`config.mk`:
```
export PLATFORM = sky130hd
export DESIGN_NAME = sorted_priority_queue_core
export DESIGN_NICKNAME = d
export VERILOG_FILES = /design/src/rtl/spq_pkg.sv /design/src/rtl/spq_cell.sv /design/src/rtl/sorted_priority_queue_core.sv
export VERILOG_INCLUDE_DIRS = /design/src /design/src/rtl
export SDC_FILE = /design/constraint.sdc
export NUM_CORES = 2
export LEC_CHECK = 0
export ABC_AREA = 1
export BUFFER_PORTS_ARGS = -buffer_cell sky130_fd_sc_hd__buf_4
export CAP_MARGIN = 20
export CORE_ASPECT_RATIO = 0.7
export CORE_UTILIZATION = 35
export CTS_CLUSTER_SIZE = 12
export DETAILED_ROUTE_END_ITERATION = 10
export MAX_ROUTING_LAYER = met4
export SLEW_MARGIN = 10
export SYNTH_ARGS = -nofsm -noshare
export SYNTH_HDL_FRONTEND = slang
export SYNTH_SLANG_ARGS = --single-unit
```
`constraint.sdc`:
```
create_clock -name clock -period 6.6 [get_ports clock]
set_input_delay 1.32 -clock clock [delete_from_list [all_inputs] [get_ports clock]]
set_output_delay 1.32 -clock clock [all_outputs]
set_load 0.03 [all_outputs]
```
`src/rtl/sorted_priority_queue_core_macros.svh`:
```
// assertion macros for the sorted priority queue core
`ifndef SORTED_PRIORITY_QUEUE_CORE_MACROS_SVH
`define SORTED_PRIORITY_QUEUE_CORE_MACROS_SVH

`ifndef ASSERT_OFF
// same-cycle implication, checked out of reset
`define SPQ_ASSERT_IMPL(label, clk, rst, ante, cons) \
   label: assert property (@(posedge clk) disable iff (rst) (ante) |-> (cons)) \
      else $error("sorted priority queue check failed");
// next-cycle implication, checked out of reset
`define SPQ_ASSERT_NEXT(label, clk, rst, ante, cons) \
   label: assert property (@(posedge clk) disable iff (rst) (ante) |=> (cons)) \
      else $error("sorted priority queue check failed");
`else
`define SPQ_ASSERT_IMPL(label, clk, rst, ante, cons)
`define SPQ_ASSERT_NEXT(label, clk, rst, ante, cons)
`endif

`endif

```
`src/rtl/spq_pkg.sv`:
```
`default_nettype none
package spq_pkg;

   // defaults for the top level parameters
   localparam int QUEUE_DEPTH_DEF = 16;
   localparam int FIELD_WIDTH_DEF = 16;

   // fixed port field widths
   localparam int DATA_W = 16;
   localparam int OCC_W  = 5;

   typedef enum logic {
      OP_ENQUEUE = 1'b0,
      OP_DEQUEUE = 1'b1
   } op_type;

   typedef enum logic [1:0] {
      ST_DONE  = 2'd0,
      ST_FULL  = 2'd1,
      ST_EMPTY = 2'd2
   } status_type;

   typedef struct packed {
      op_type              operation;
      logic [DATA_W-1:0]   new_score;
      logic [DATA_W-1:0]   new_arrival;
      logic [DATA_W-1:0]   new_id;
   } req_type;

   typedef struct packed {
      status_type          status;
      logic [DATA_W-1:0]   out_score;
      logic [DATA_W-1:0]   out_arrival;
      logic [DATA_W-1:0]   out_id;
      logic [OCC_W-1:0]    occupancy;
   } rsp_type;

   // command broadcast to every cell of the chain
   typedef struct packed {
      logic enq;
      logic deq;
   } cmd_type;

endpackage
`default_nettype wire

```
`src/rtl/spq_cell.sv`:
```
`default_nettype none
module spq_cell #(
   parameter int FIELD_WIDTH = spq_pkg::FIELD_WIDTH_DEF
) (
   input  wire logic                   clock,
   input  wire spq_pkg::cmd_type       cmd,
   input  wire logic                   slot_used,
   input  wire logic [FIELD_WIDTH-1:0] new_score,
   input  wire logic [FIELD_WIDTH-1:0] new_arrival,
   input  wire logic [FIELD_WIDTH-1:0] new_id,
   input  wire logic                   left_shift,
   input  wire logic [FIELD_WIDTH-1:0] left_score,
   input  wire logic [FIELD_WIDTH-1:0] left_arrival,
   input  wire logic [FIELD_WIDTH-1:0] left_id,
   input  wire logic [FIELD_WIDTH-1:0] right_score,
   input  wire logic [FIELD_WIDTH-1:0] right_arrival,
   input  wire logic [FIELD_WIDTH-1:0] right_id,
   output logic                        shift_out,
   output logic [FIELD_WIDTH-1:0]      score,
   output logic [FIELD_WIDTH-1:0]      arrival,
   output logic [FIELD_WIDTH-1:0]      id
);

   logic [FIELD_WIDTH-1:0] score_ff, score_in;
   logic [FIELD_WIDTH-1:0] arrival_ff, arrival_in;
   logic [FIELD_WIDTH-1:0] id_ff, id_in;
   logic                   new_first;

   // new entry is served strictly before the one held here
   assign new_first = (new_score > score_ff) ||
                      ((new_score == score_ff) && (new_arrival < arrival_ff));
   assign shift_out = slot_used && new_first;

   // next entry: pull from the right on dequeue, open a gap on enqueue
   always_comb begin
      score_in   = score_ff;
      arrival_in = arrival_ff;
      id_in      = id_ff;
      if (cmd.deq) begin
         score_in   = right_score;
         arrival_in = right_arrival;
         id_in      = right_id;
      end else if (cmd.enq && (!slot_used || new_first)) begin
         if (left_shift) begin
            score_in   = left_score;
            arrival_in = left_arrival;
            id_in      = left_id;
         end else begin
            score_in   = new_score;
            arrival_in = new_arrival;
            id_in      = new_id;
         end
      end
   end

   always_ff @(posedge clock) begin
      score_ff   <= score_in;
      arrival_ff <= arrival_in;
      id_ff      <= id_in;
   end

   assign score   = score_ff;
   assign arrival = arrival_ff;
   assign id      = id_ff;

endmodule
`default_nettype wire

```
`src/rtl/sorted_priority_queue_core.sv`:
```
`default_nettype none
// sorted priority queue: a chain of cells kept in service order, best entry in cell 0
// the result strobe rises in the cycle after the transaction is taken
// throughput: one enqueue or dequeue per cycle, set by the single-step cell update
// busy is never raised; the receiver cannot stall and takes every result
// reset clears the entry count and result strobe; cell contents are left as they are
module sorted_priority_queue_core #(
   parameter int QUEUE_DEPTH = spq_pkg::QUEUE_DEPTH_DEF,
   parameter int FIELD_WIDTH = spq_pkg::FIELD_WIDTH_DEF
) (
   input  wire logic             clock,
   input  wire logic             reset,
   input  wire logic             start,
   output logic                  busy,
   input  wire spq_pkg::req_type req_data,
   output logic                  rsp_valid,
   output spq_pkg::rsp_type      rsp_data
);

   localparam int CNT_W = $clog2(QUEUE_DEPTH + 1);

   logic                   accept;
   logic                   is_deq;
   logic                   full;
   logic                   empty;
   spq_pkg::cmd_type       cmd;
   logic [CNT_W-1:0]       count_ff, count_in;
   logic                   rsp_valid_ff;
   spq_pkg::rsp_type       rsp_ff, rsp_in;
   logic [FIELD_WIDTH-1:0] new_score, new_arrival, new_id;
   logic [FIELD_WIDTH-1:0] score_w   [QUEUE_DEPTH];
   logic [FIELD_WIDTH-1:0] arrival_w [QUEUE_DEPTH];
   logic [FIELD_WIDTH-1:0] id_w      [QUEUE_DEPTH];
   logic                   shift_w   [QUEUE_DEPTH];
   logic                   head_in_order;

   assign busy   = 1'b0;
   assign accept = start && !busy;
   assign is_deq = (req_data.operation == spq_pkg::OP_DEQUEUE);
   assign full   = (count_ff == CNT_W'(QUEUE_DEPTH));
   assign empty  = (count_ff == '0);

   // only legal transactions move the chain
   assign cmd.enq = accept && !is_deq && !full;
   assign cmd.deq = accept && is_deq && !empty;

   // stored fields keep their low bits
   assign new_score   = FIELD_WIDTH'(req_data.new_score);
   assign new_arrival = FIELD_WIDTH'(req_data.new_arrival);
   assign new_id      = FIELD_WIDTH'(req_data.new_id);

   // chain of cells
   for (genvar i = 0; i < QUEUE_DEPTH; i++) begin : g_cell
      logic                   l_shift;
      logic [FIELD_WIDTH-1:0] l_score, l_arrival, l_id;
      logic [FIELD_WIDTH-1:0] r_score, r_arrival, r_id;

      if (i == 0) begin : g_head
         assign l_shift   = 1'b0;
         assign l_score   = new_score;
         assign l_arrival = new_arrival;
         assign l_id      = new_id;
      end else begin : g_left
         assign l_shift   = shift_w[i-1];
         assign l_score   = score_w[i-1];
         assign l_arrival = arrival_w[i-1];
         assign l_id      = id_w[i-1];
      end

      if (i == QUEUE_DEPTH - 1) begin : g_tail
         assign r_score   = score_w[i];
         assign r_arrival = arrival_w[i];
         assign r_id      = id_w[i];
      end else begin : g_right
         assign r_score   = score_w[i+1];
         assign r_arrival = arrival_w[i+1];
         assign r_id      = id_w[i+1];
      end

      spq_cell #(
         .FIELD_WIDTH (FIELD_WIDTH)
      ) u_cell (
         .clock         (clock),
         .cmd           (cmd),
         .slot_used     (CNT_W'(i) < count_ff),
         .new_score     (new_score),
         .new_arrival   (new_arrival),
         .new_id        (new_id),
         .left_shift    (l_shift),
         .left_score    (l_score),
         .left_arrival  (l_arrival),
         .left_id       (l_id),
         .right_score   (r_score),
         .right_arrival (r_arrival),
         .right_id      (r_id),
         .shift_out     (shift_w[i]),
         .score         (score_w[i]),
         .arrival       (arrival_w[i]),
         .id            (id_w[i])
      );
   end

   // entry count and result for the transaction
   always_comb begin
      count_in           = count_ff;
      rsp_in             = rsp_ff;
      if (accept) begin
         rsp_in.status      = spq_pkg::ST_DONE;
         rsp_in.out_score   = '0;
         rsp_in.out_arrival = '0;
         rsp_in.out_id      = '0;
         if (is_deq) begin
            if (empty) begin
               rsp_in.status = spq_pkg::ST_EMPTY;
            end else begin
               rsp_in.out_score   = spq_pkg::DATA_W'(score_w[0]);
               rsp_in.out_arrival = spq_pkg::DATA_W'(arrival_w[0]);
               rsp_in.out_id      = spq_pkg::DATA_W'(id_w[0]);
               count_in           = count_ff - CNT_W'(1);
            end
         end else begin
            if (full) begin
               rsp_in.status = spq_pkg::ST_FULL;
            end else begin
               count_in = count_ff + CNT_W'(1);
            end
         end
         rsp_in.occupancy = spq_pkg::OCC_W'(count_in);
      end
   end

   always_ff @(posedge clock) begin
      if (reset) begin
         count_ff     <= '0;
         rsp_valid_ff <= 1'b0;
      end else begin
         count_ff     <= count_in;
         rsp_valid_ff <= accept;
      end
      rsp_ff <= rsp_in;
   end

   assign rsp_valid = rsp_valid_ff;
   assign rsp_data  = rsp_ff;

   // first two cells in service order
   assign head_in_order = (score_w[0] > score_w[1]) ||
                          ((score_w[0] == score_w[1]) && (arrival_w[0] <= arrival_w[1]));

   // checks
   `include "sorted_priority_queue_core_macros.svh"

   `SPQ_ASSERT_IMPL(a_count_bound, clock, reset, 1'b1, count_ff <= CNT_W'(QUEUE_DEPTH))
   `SPQ_ASSERT_NEXT(a_one_result, clock, reset, accept, rsp_valid)
   `SPQ_ASSERT_NEXT(a_deq_count, clock, reset, cmd.deq, count_ff == $past(count_ff) - CNT_W'(1))
   `SPQ_ASSERT_IMPL(a_head_order, clock, reset, count_ff >= CNT_W'(2), head_in_order)

endmodule
`default_nettype wire

```
Word level (Yosys, flattened, before mapping)

Cells that the tools add are included.

Register bits: 829
Bits of input ports: 52
Output and inout bits: 57
Logic and storage cells: 385

$add $sub $neg: 2
Magnitude comparators: 48
Eq/ne operators: 17
Multiplexer cells: 141
Bitwise gates (word level): 2
Reduce and logical (&&, ||, !) cells: 120

Operators by type and width:

| kind                                                                         | count |
|---|---|
| 16-bit two-way mux                                                           | 135 |
| 16-bit equality test                                                         | 16 |
| 16-bit > comparator                                                          | 16 |
| 16-bit less-than comparator                                                  | 16 |
| 1-bit logical AND                                                            | 51 |
| 4-bit by 5-bit less-than comparator with 1-bit output (first input constant) | 8 |
| 1-bit logical OR                                                             | 32 |
| 2-bit nonzero test                                                           | 15 |
| 3-bit by 5-bit less-than comparator with 1-bit output (first input constant) | 4 |
| 1-bit logical NOT                                                            | 19 |
| 5-bit two-way mux                                                            | 3 |
| 1-bit by 5-bit less-than comparator with 1-bit output (first input constant) | 2 |
| 2-bit by 5-bit less-than comparator with 1-bit output (first input constant) | 2 |
| 5-bit by 1-bit adder with 5-bit output (second input constant)               | 1 |
| 5-bit equality test (second input constant)                                  | 1 |
| 5-bit logical NOT                                                            | 1 |
| 5-bit by 1-bit subtractor with 5-bit output (second input constant)          | 1 |
| 2-bit two-way mux                                                            | 2 |
| 1-bit inverter                                                               | 2 |
| 2-bit AND reduction                                                          | 1 |
| 2-bit OR reduction                                                           | 1 |
| 1-bit two-way mux                                                            | 1 |

Logic depth before layout (Yosys ltp)

Depth in word-level cells: 7
Depth in mapped cells: 20
Gate-level depth less buffers: 17

Cells and area by module

Synthesis repeated with hierarchy kept, for this count alone.

Cell total of the unflattened synthesis: 6,807
Area total of the unflattened synthesis: 54,806.3 um2

By module, submodules not included:

| module                          | times used | cells an instance | area an instance (um2) | sequential area each (um2) |
|---|---|---|---|---|
| spq_cell (g_cell[0].u_cell ...) | 15         | 409               | 3,258.1                | 1,441.4 |
| spq_cell (g_cell[9].u_cell)     | 1          | 400               | 3,228.1                | 1,441.4 |
| sorted_priority_queue_core      | 1          | 272               | 2,706.3                | 1,771.7 |

Least setup slack after synthesis

OpenSTA, ideal clock, no wires.

Kind: input to register
From: input req_data[32] (netlist name)
To: register g_cell[5].u_cell.arrival_ff[0] (enable)
Library setup time: 520 ps
Arrival: 6,437 ps
Data required time: 6,080 ps
Setup slack: -356 ps
Cell stages on the path: 12
Path buffers: 2
Path through: inv_1 clkbuf_1 ha_1 nand3_1 nor3_1 nand2_1 nor2_1 nand2_1 nand2_2 buf_4 a21oi_1 o21ai_0

Cells in the longest elaborated chain, start to end: 6
Elaborated cells between the ends (all ways): 7
Classes of those cells: order compare (1); eq/ne (1); reduce/logical (5)

RTL lines:

| item                                                                        | RTL line                         | RTL |
|---|---|---|
| start: declaration                                                          | sorted_priority_queue_core.sv:15 | `input wire spq_pkg::req_type req_data,` |
| parallel branches: the longest is 2 deep, another holds 16-bit > comparator | --                               |  |
| 1-bit logical OR (*)                                                        | spq_cell.sv:30                   | `assign new_first = (new_score > score_ff) \|\|` |
| 1-bit logical OR (*)                                                        | spq_cell.sv:43                   | `end else if (cmd.enq && (!slot_used \|\| new_first)) begin` |
| 1-bit logical AND (*)                                                       | spq_cell.sv:43                   |  |
| 2-bit nonzero test (no source line) (*)                                     | --                               |  |
| end signal: assignment                                                      | spq_cell.sv:58                   | `arrival_ff <= arrival_in;` |
| end: declaration                                                            | spq_cell.sv:25                   | `logic [FIELD_WIDTH-1:0] arrival_ff, arrival_in;` |

Mark *: on every way between the ends.
A chain may end at the register's enable or synchronous reset.

Worst setup path in the final report

From: input req_data[32] (netlist name)
To: register g_cell[5].u_cell.score_ff[11] (enable)

Cells in the longest elaborated chain, start to end: 6
Elaborated cells between the ends (all ways): 7
Classes of those cells: order compare (1); eq/ne (1); reduce/logical (5)

RTL lines:

| item                                                                        | RTL line       | RTL |
|---|---|---|
| parallel branches: the longest is 2 deep, another holds 16-bit > comparator | --             |  |
| 1-bit logical OR (*)                                                        | spq_cell.sv:30 |  |
| 1-bit logical OR (*)                                                        | spq_cell.sv:43 |  |
| 1-bit logical AND (*)                                                       | spq_cell.sv:43 |  |
| 2-bit nonzero test (no source line) (*)                                     | --             |  |
| end signal: assignment                                                      | spq_cell.sv:57 | `score_ff <= score_in;` |
| end: declaration                                                            | spq_cell.sv:24 | `logic [FIELD_WIDTH-1:0] score_ff, score_in;` |

Marked as above.

==> out/metrics.yaml <==
die:
  die_w_um: 487
  ios: 109
  num_rows: 124
  die-area_um2: 166000
  coreArea_um2: 163000
  die_h_um: 342
  initial_core_util_pct: 35.3
setup_path:
  path_cells: "buf_4 > inv_1 > ha_1 > nand3_1 > nor3_1 > nand2_1 > nor2_1 > nand2_1 > nand2_2 > a21oi_1 > o21ai_4 > buf_4"
  crit_arrival_ps: 4900
  worstSetupPathType: "in -> reg"
  startpoint_type: "input pin"
  critPathTopFamily: "buffers and inverters"
  r2r_slack_ps: 2520
  critPathMaxFanout: 50
  critical-path-slowest-cell: "o21ai_4"
  timing.rr.end: "g_cell[1].u_cell.id[9]$_DFFE_PP_"
  cp_slowest_stage_delay_ps: 680
  worst-r2r-cell-count: 12
  required_ps: 6970
  critPathCaptureType: "flop"
  r2r_start: "count_ff[0]$_SDFFE_PP0P_"
  cp.buffers_inverters: 3
route:
  routedWlPerCell_um: 18.5
  drt_pass1_iterations: 5
  vias: 50056
  antenna_left: 0
  vias_per_cell: 5.19
  first_iter_violations: 6814
  routed_wl_um: 179000
  drc_errors: 0
clocking:
  clockBufferDepth: 3
  clock_latency_ps: 710
  cts.sinks: 829
  cts_buffers: 90
  h-tree-depth: 3
  cts.clk_slew.worst_paths_ps: 60
  cts_resized: 0
  ctsRootBufferMaster: "clkbuf_16"
  holdBufCountCts: 0
  post_cts_buffers: 0
  cts_tree: "done"
global_route:
  grt.total_usage_pct: 21.5
  grt_max_degree: 213
  grt.overflow.total: 0
  antenna_found_initial: 0
  grt_pass1_wl_um: 275000
  grt_pass1_vias: 44789
timing:
  finalCritPeriodShare_pct: 68.6
  setup_viol_count_final: 0
  finClkSkew_ps: 33.7
  rsz0062_at_grt: "no"
  relSlewSlack_pct: 25.8
  hold_violations: 0
  timing.fmax_mhz: 221
  fin_tns_setup_ps: 0
  finalCriticalPeriod_ps: 4530
  drv_slew: 0
  worstMarginPinSlew_ps: 1110
  fin_ws_ps: 2070
pwr:
  swShare_pct: 35.2
  ir_drop_mv: 0.178
  p_int_uw: 10800
  p_leak_uw: 0.0302
  combPwrFrac_pct: 27.3
  p_per_area_nw_per_um2: 268
  switching_power_uw: 5900
  p_total_uw: 16700
  power_frac_clock_pct: 29.5
  seqPwrFrac_pct: 43.3
finish:
  area_delta_synth_final_pct: 8.24
  final_area_um2: 62400
  layout-drive-gt1-share_pct: 4.80
  layout.nets: 7913
  nFillCells: 16758
flow_run:
  max_cap_viol_count: 0
synthesis:
  synthCells: 7537
  avgSynthCellArea_um2: 7.65
  synth-seq-area-share_pct: 43.1
  synth_cell_types: 35
  synth_area_um2: 57600
  yosysWarnings: 0
  ys_ff_latch: 829
  postSynthNetCount: 8088
placement:
  dpl.hpwl_um: 134000
  place_area_um2: 59700
  port_buffers: 107
  dpl_worst_slack_ps: 1390
  gp_congestion: 0.888
min_path:
  min_from: "g_cell[15].u_cell.id[7]$_DFFE_PP_"
  worstHoldPathCells: 2
  hold_path.class: "reg -> reg"
  holdPathEnd: "g_cell[14].u_cell.id[7]$_DFFE_PP_"
run_status:
  status: "finished clean"
-- cells by family (layout without fill, tap and decap cells) --
kind of cell / count (synthesis) / in the layout / share of synthesized area (%)
other: 1 / 3 / 0.00650
adder cells (fa/ha/maj): 499 / 499 / 10.8
AO/OA/AOI/OAI: 388 / 388 / 3.56
XOR/XNOR: 3 / 3 / 0.0456
flip-flops: 829 / 829 / 43.1
buffers and inverters: 1360 / 1254 / 10.0
AND/OR/NAND/NOR: 4457 / 4457 / 32.5
-- routing by layer --
metal	track usage, %	part of all wire, %	wire length, um	vias up
met2	25.4	35	63200	2394
li1	-	-	-	24352
met1	36.4	53	94600	23164
met5	-	0	0	-
met4	3.23	1.2	2060	0
met3	3.52	11	18900	146
-- per-stage QoR --
| step | hold WS (ps) | std cells | util [%] |
|---|---|---|---|
| finish | 511 | 9638 | 38.2 |
| global route | 545 | 9636 | 38.2 |
| CTS | 516 | 9635 | 38.2 |
| detailed placement | 502 | 9474 | 36.5 |
| global placement | 498 | 9470 | 36.5 |
| floorplan | 495 | 7537 | - |
-- state kept, by name, summed over array words and instances (netlist names) --
register and count:
rsp_valid 1, count_ff 5, g_cell.u_cell.arrival 256, g_cell.u_cell.id 256, rsp_data 55, g_cell.u_cell.score 256
-- worst max-delay path by stage --
stage	startpoint	slack (ps)	to	cells after the start
final	req_data[32]	2070	g_cell[5].u_cell.score[11]$_DFFE_PP_	12
after global routing	req_data[32]	1830	g_cell[6].u_cell.score[4]$_DFFE_PP_	14
after CTS	req_data[32]	2150	g_cell[5].u_cell.arrival[4]$_DFFE_PP_	12
after detailed placement	req_data[32]	1390	g_cell[5].u_cell.score[11]$_DFFE_PP_	12
after global placement	req_data[32]	1510	g_cell[2].u_cell.score[10]$_DFFE_PP_	13
after floorplan	req_data[32]	940	g_cell[5].u_cell.arrival[0]$_DFFE_PP_	12
-- Yosys cell counts (all sizes together) --
cell	number	share of area, %
conb	1	0.0065
nor2	205	1.4
o21a	20	0.26
nor3	19	0.16
inv	913	5.9
a211oi	3	0.039
a2bb2oi	1	0.015
and2	1	0.011
ha	499	11
a31oi	1	0.022
a21oi	223	1.9
nand2	2774	18
xnor2	2	0.030
nand4	15	0.16
buf	302	3.1
dfxtp	6	0.21
o22ai	1	0.011
nand3b	1	0.013
nor4	23	0.25
xor2	1	0.015
clkbuf	145	0.94
a21o	15	0.20
o21ai	122	1.1
o211ai	2	0.026
nand3	1419	12
edfxtp	823	43
-- final cells by class --
class                      count  area (um2)  share of cell area [%]
multi-input combinational   5348       27200                    43.6
sequential                   829       24800                    39.8
inverter                     913        3440                    5.51
tap                         2205        2760                    4.42
clock buffer                 118        2380                    3.81
timing repair buffer         180        1450                    2.32
clock inverter                43         327                   0.523
antenna                        2        5.00                 0.00802
-- worst register-to-register path, stage by stage (launching register included) --
cell and delay [ps]:
dfxtp_1 510, inv_1 170, ha_1 280, nand3_1 120
nand2_1 80, inv_1 80, nand2_1 50, buf_4 240
inv_1 740, buf_4 300, nand2_1 80, nand2_2 700
buf_4 390
-- placed cells by master, fill, tap and decap left out, drive strengths merged, types with 118 or more instances in the layout --
cell type | netlist | final
nand2 | 2774 | 2774
nand3 | 1419 | 1419
inv | 913 | 915
edfxtp | 823 | 823
ha | 499 | 499
a21oi | 223 | 223
nor2 | 205 | 205
buf | 302 | 180
o21ai | 122 | 122
clkbuf | 145 | 118
-- power by group through the flow --
stage	combinational, uW	sequential (uW)	clock [uW]
5_1_grt	5170	7300	5210
2_1_floorplan	3280	7220	0
6_report	4570	7240	4930
3_3_place_gp	4330	7320	0
3_5_place_dp	4490	7330	0
4_1_cts	4510	7220	5020
Power figures use the tool's default switching activity.
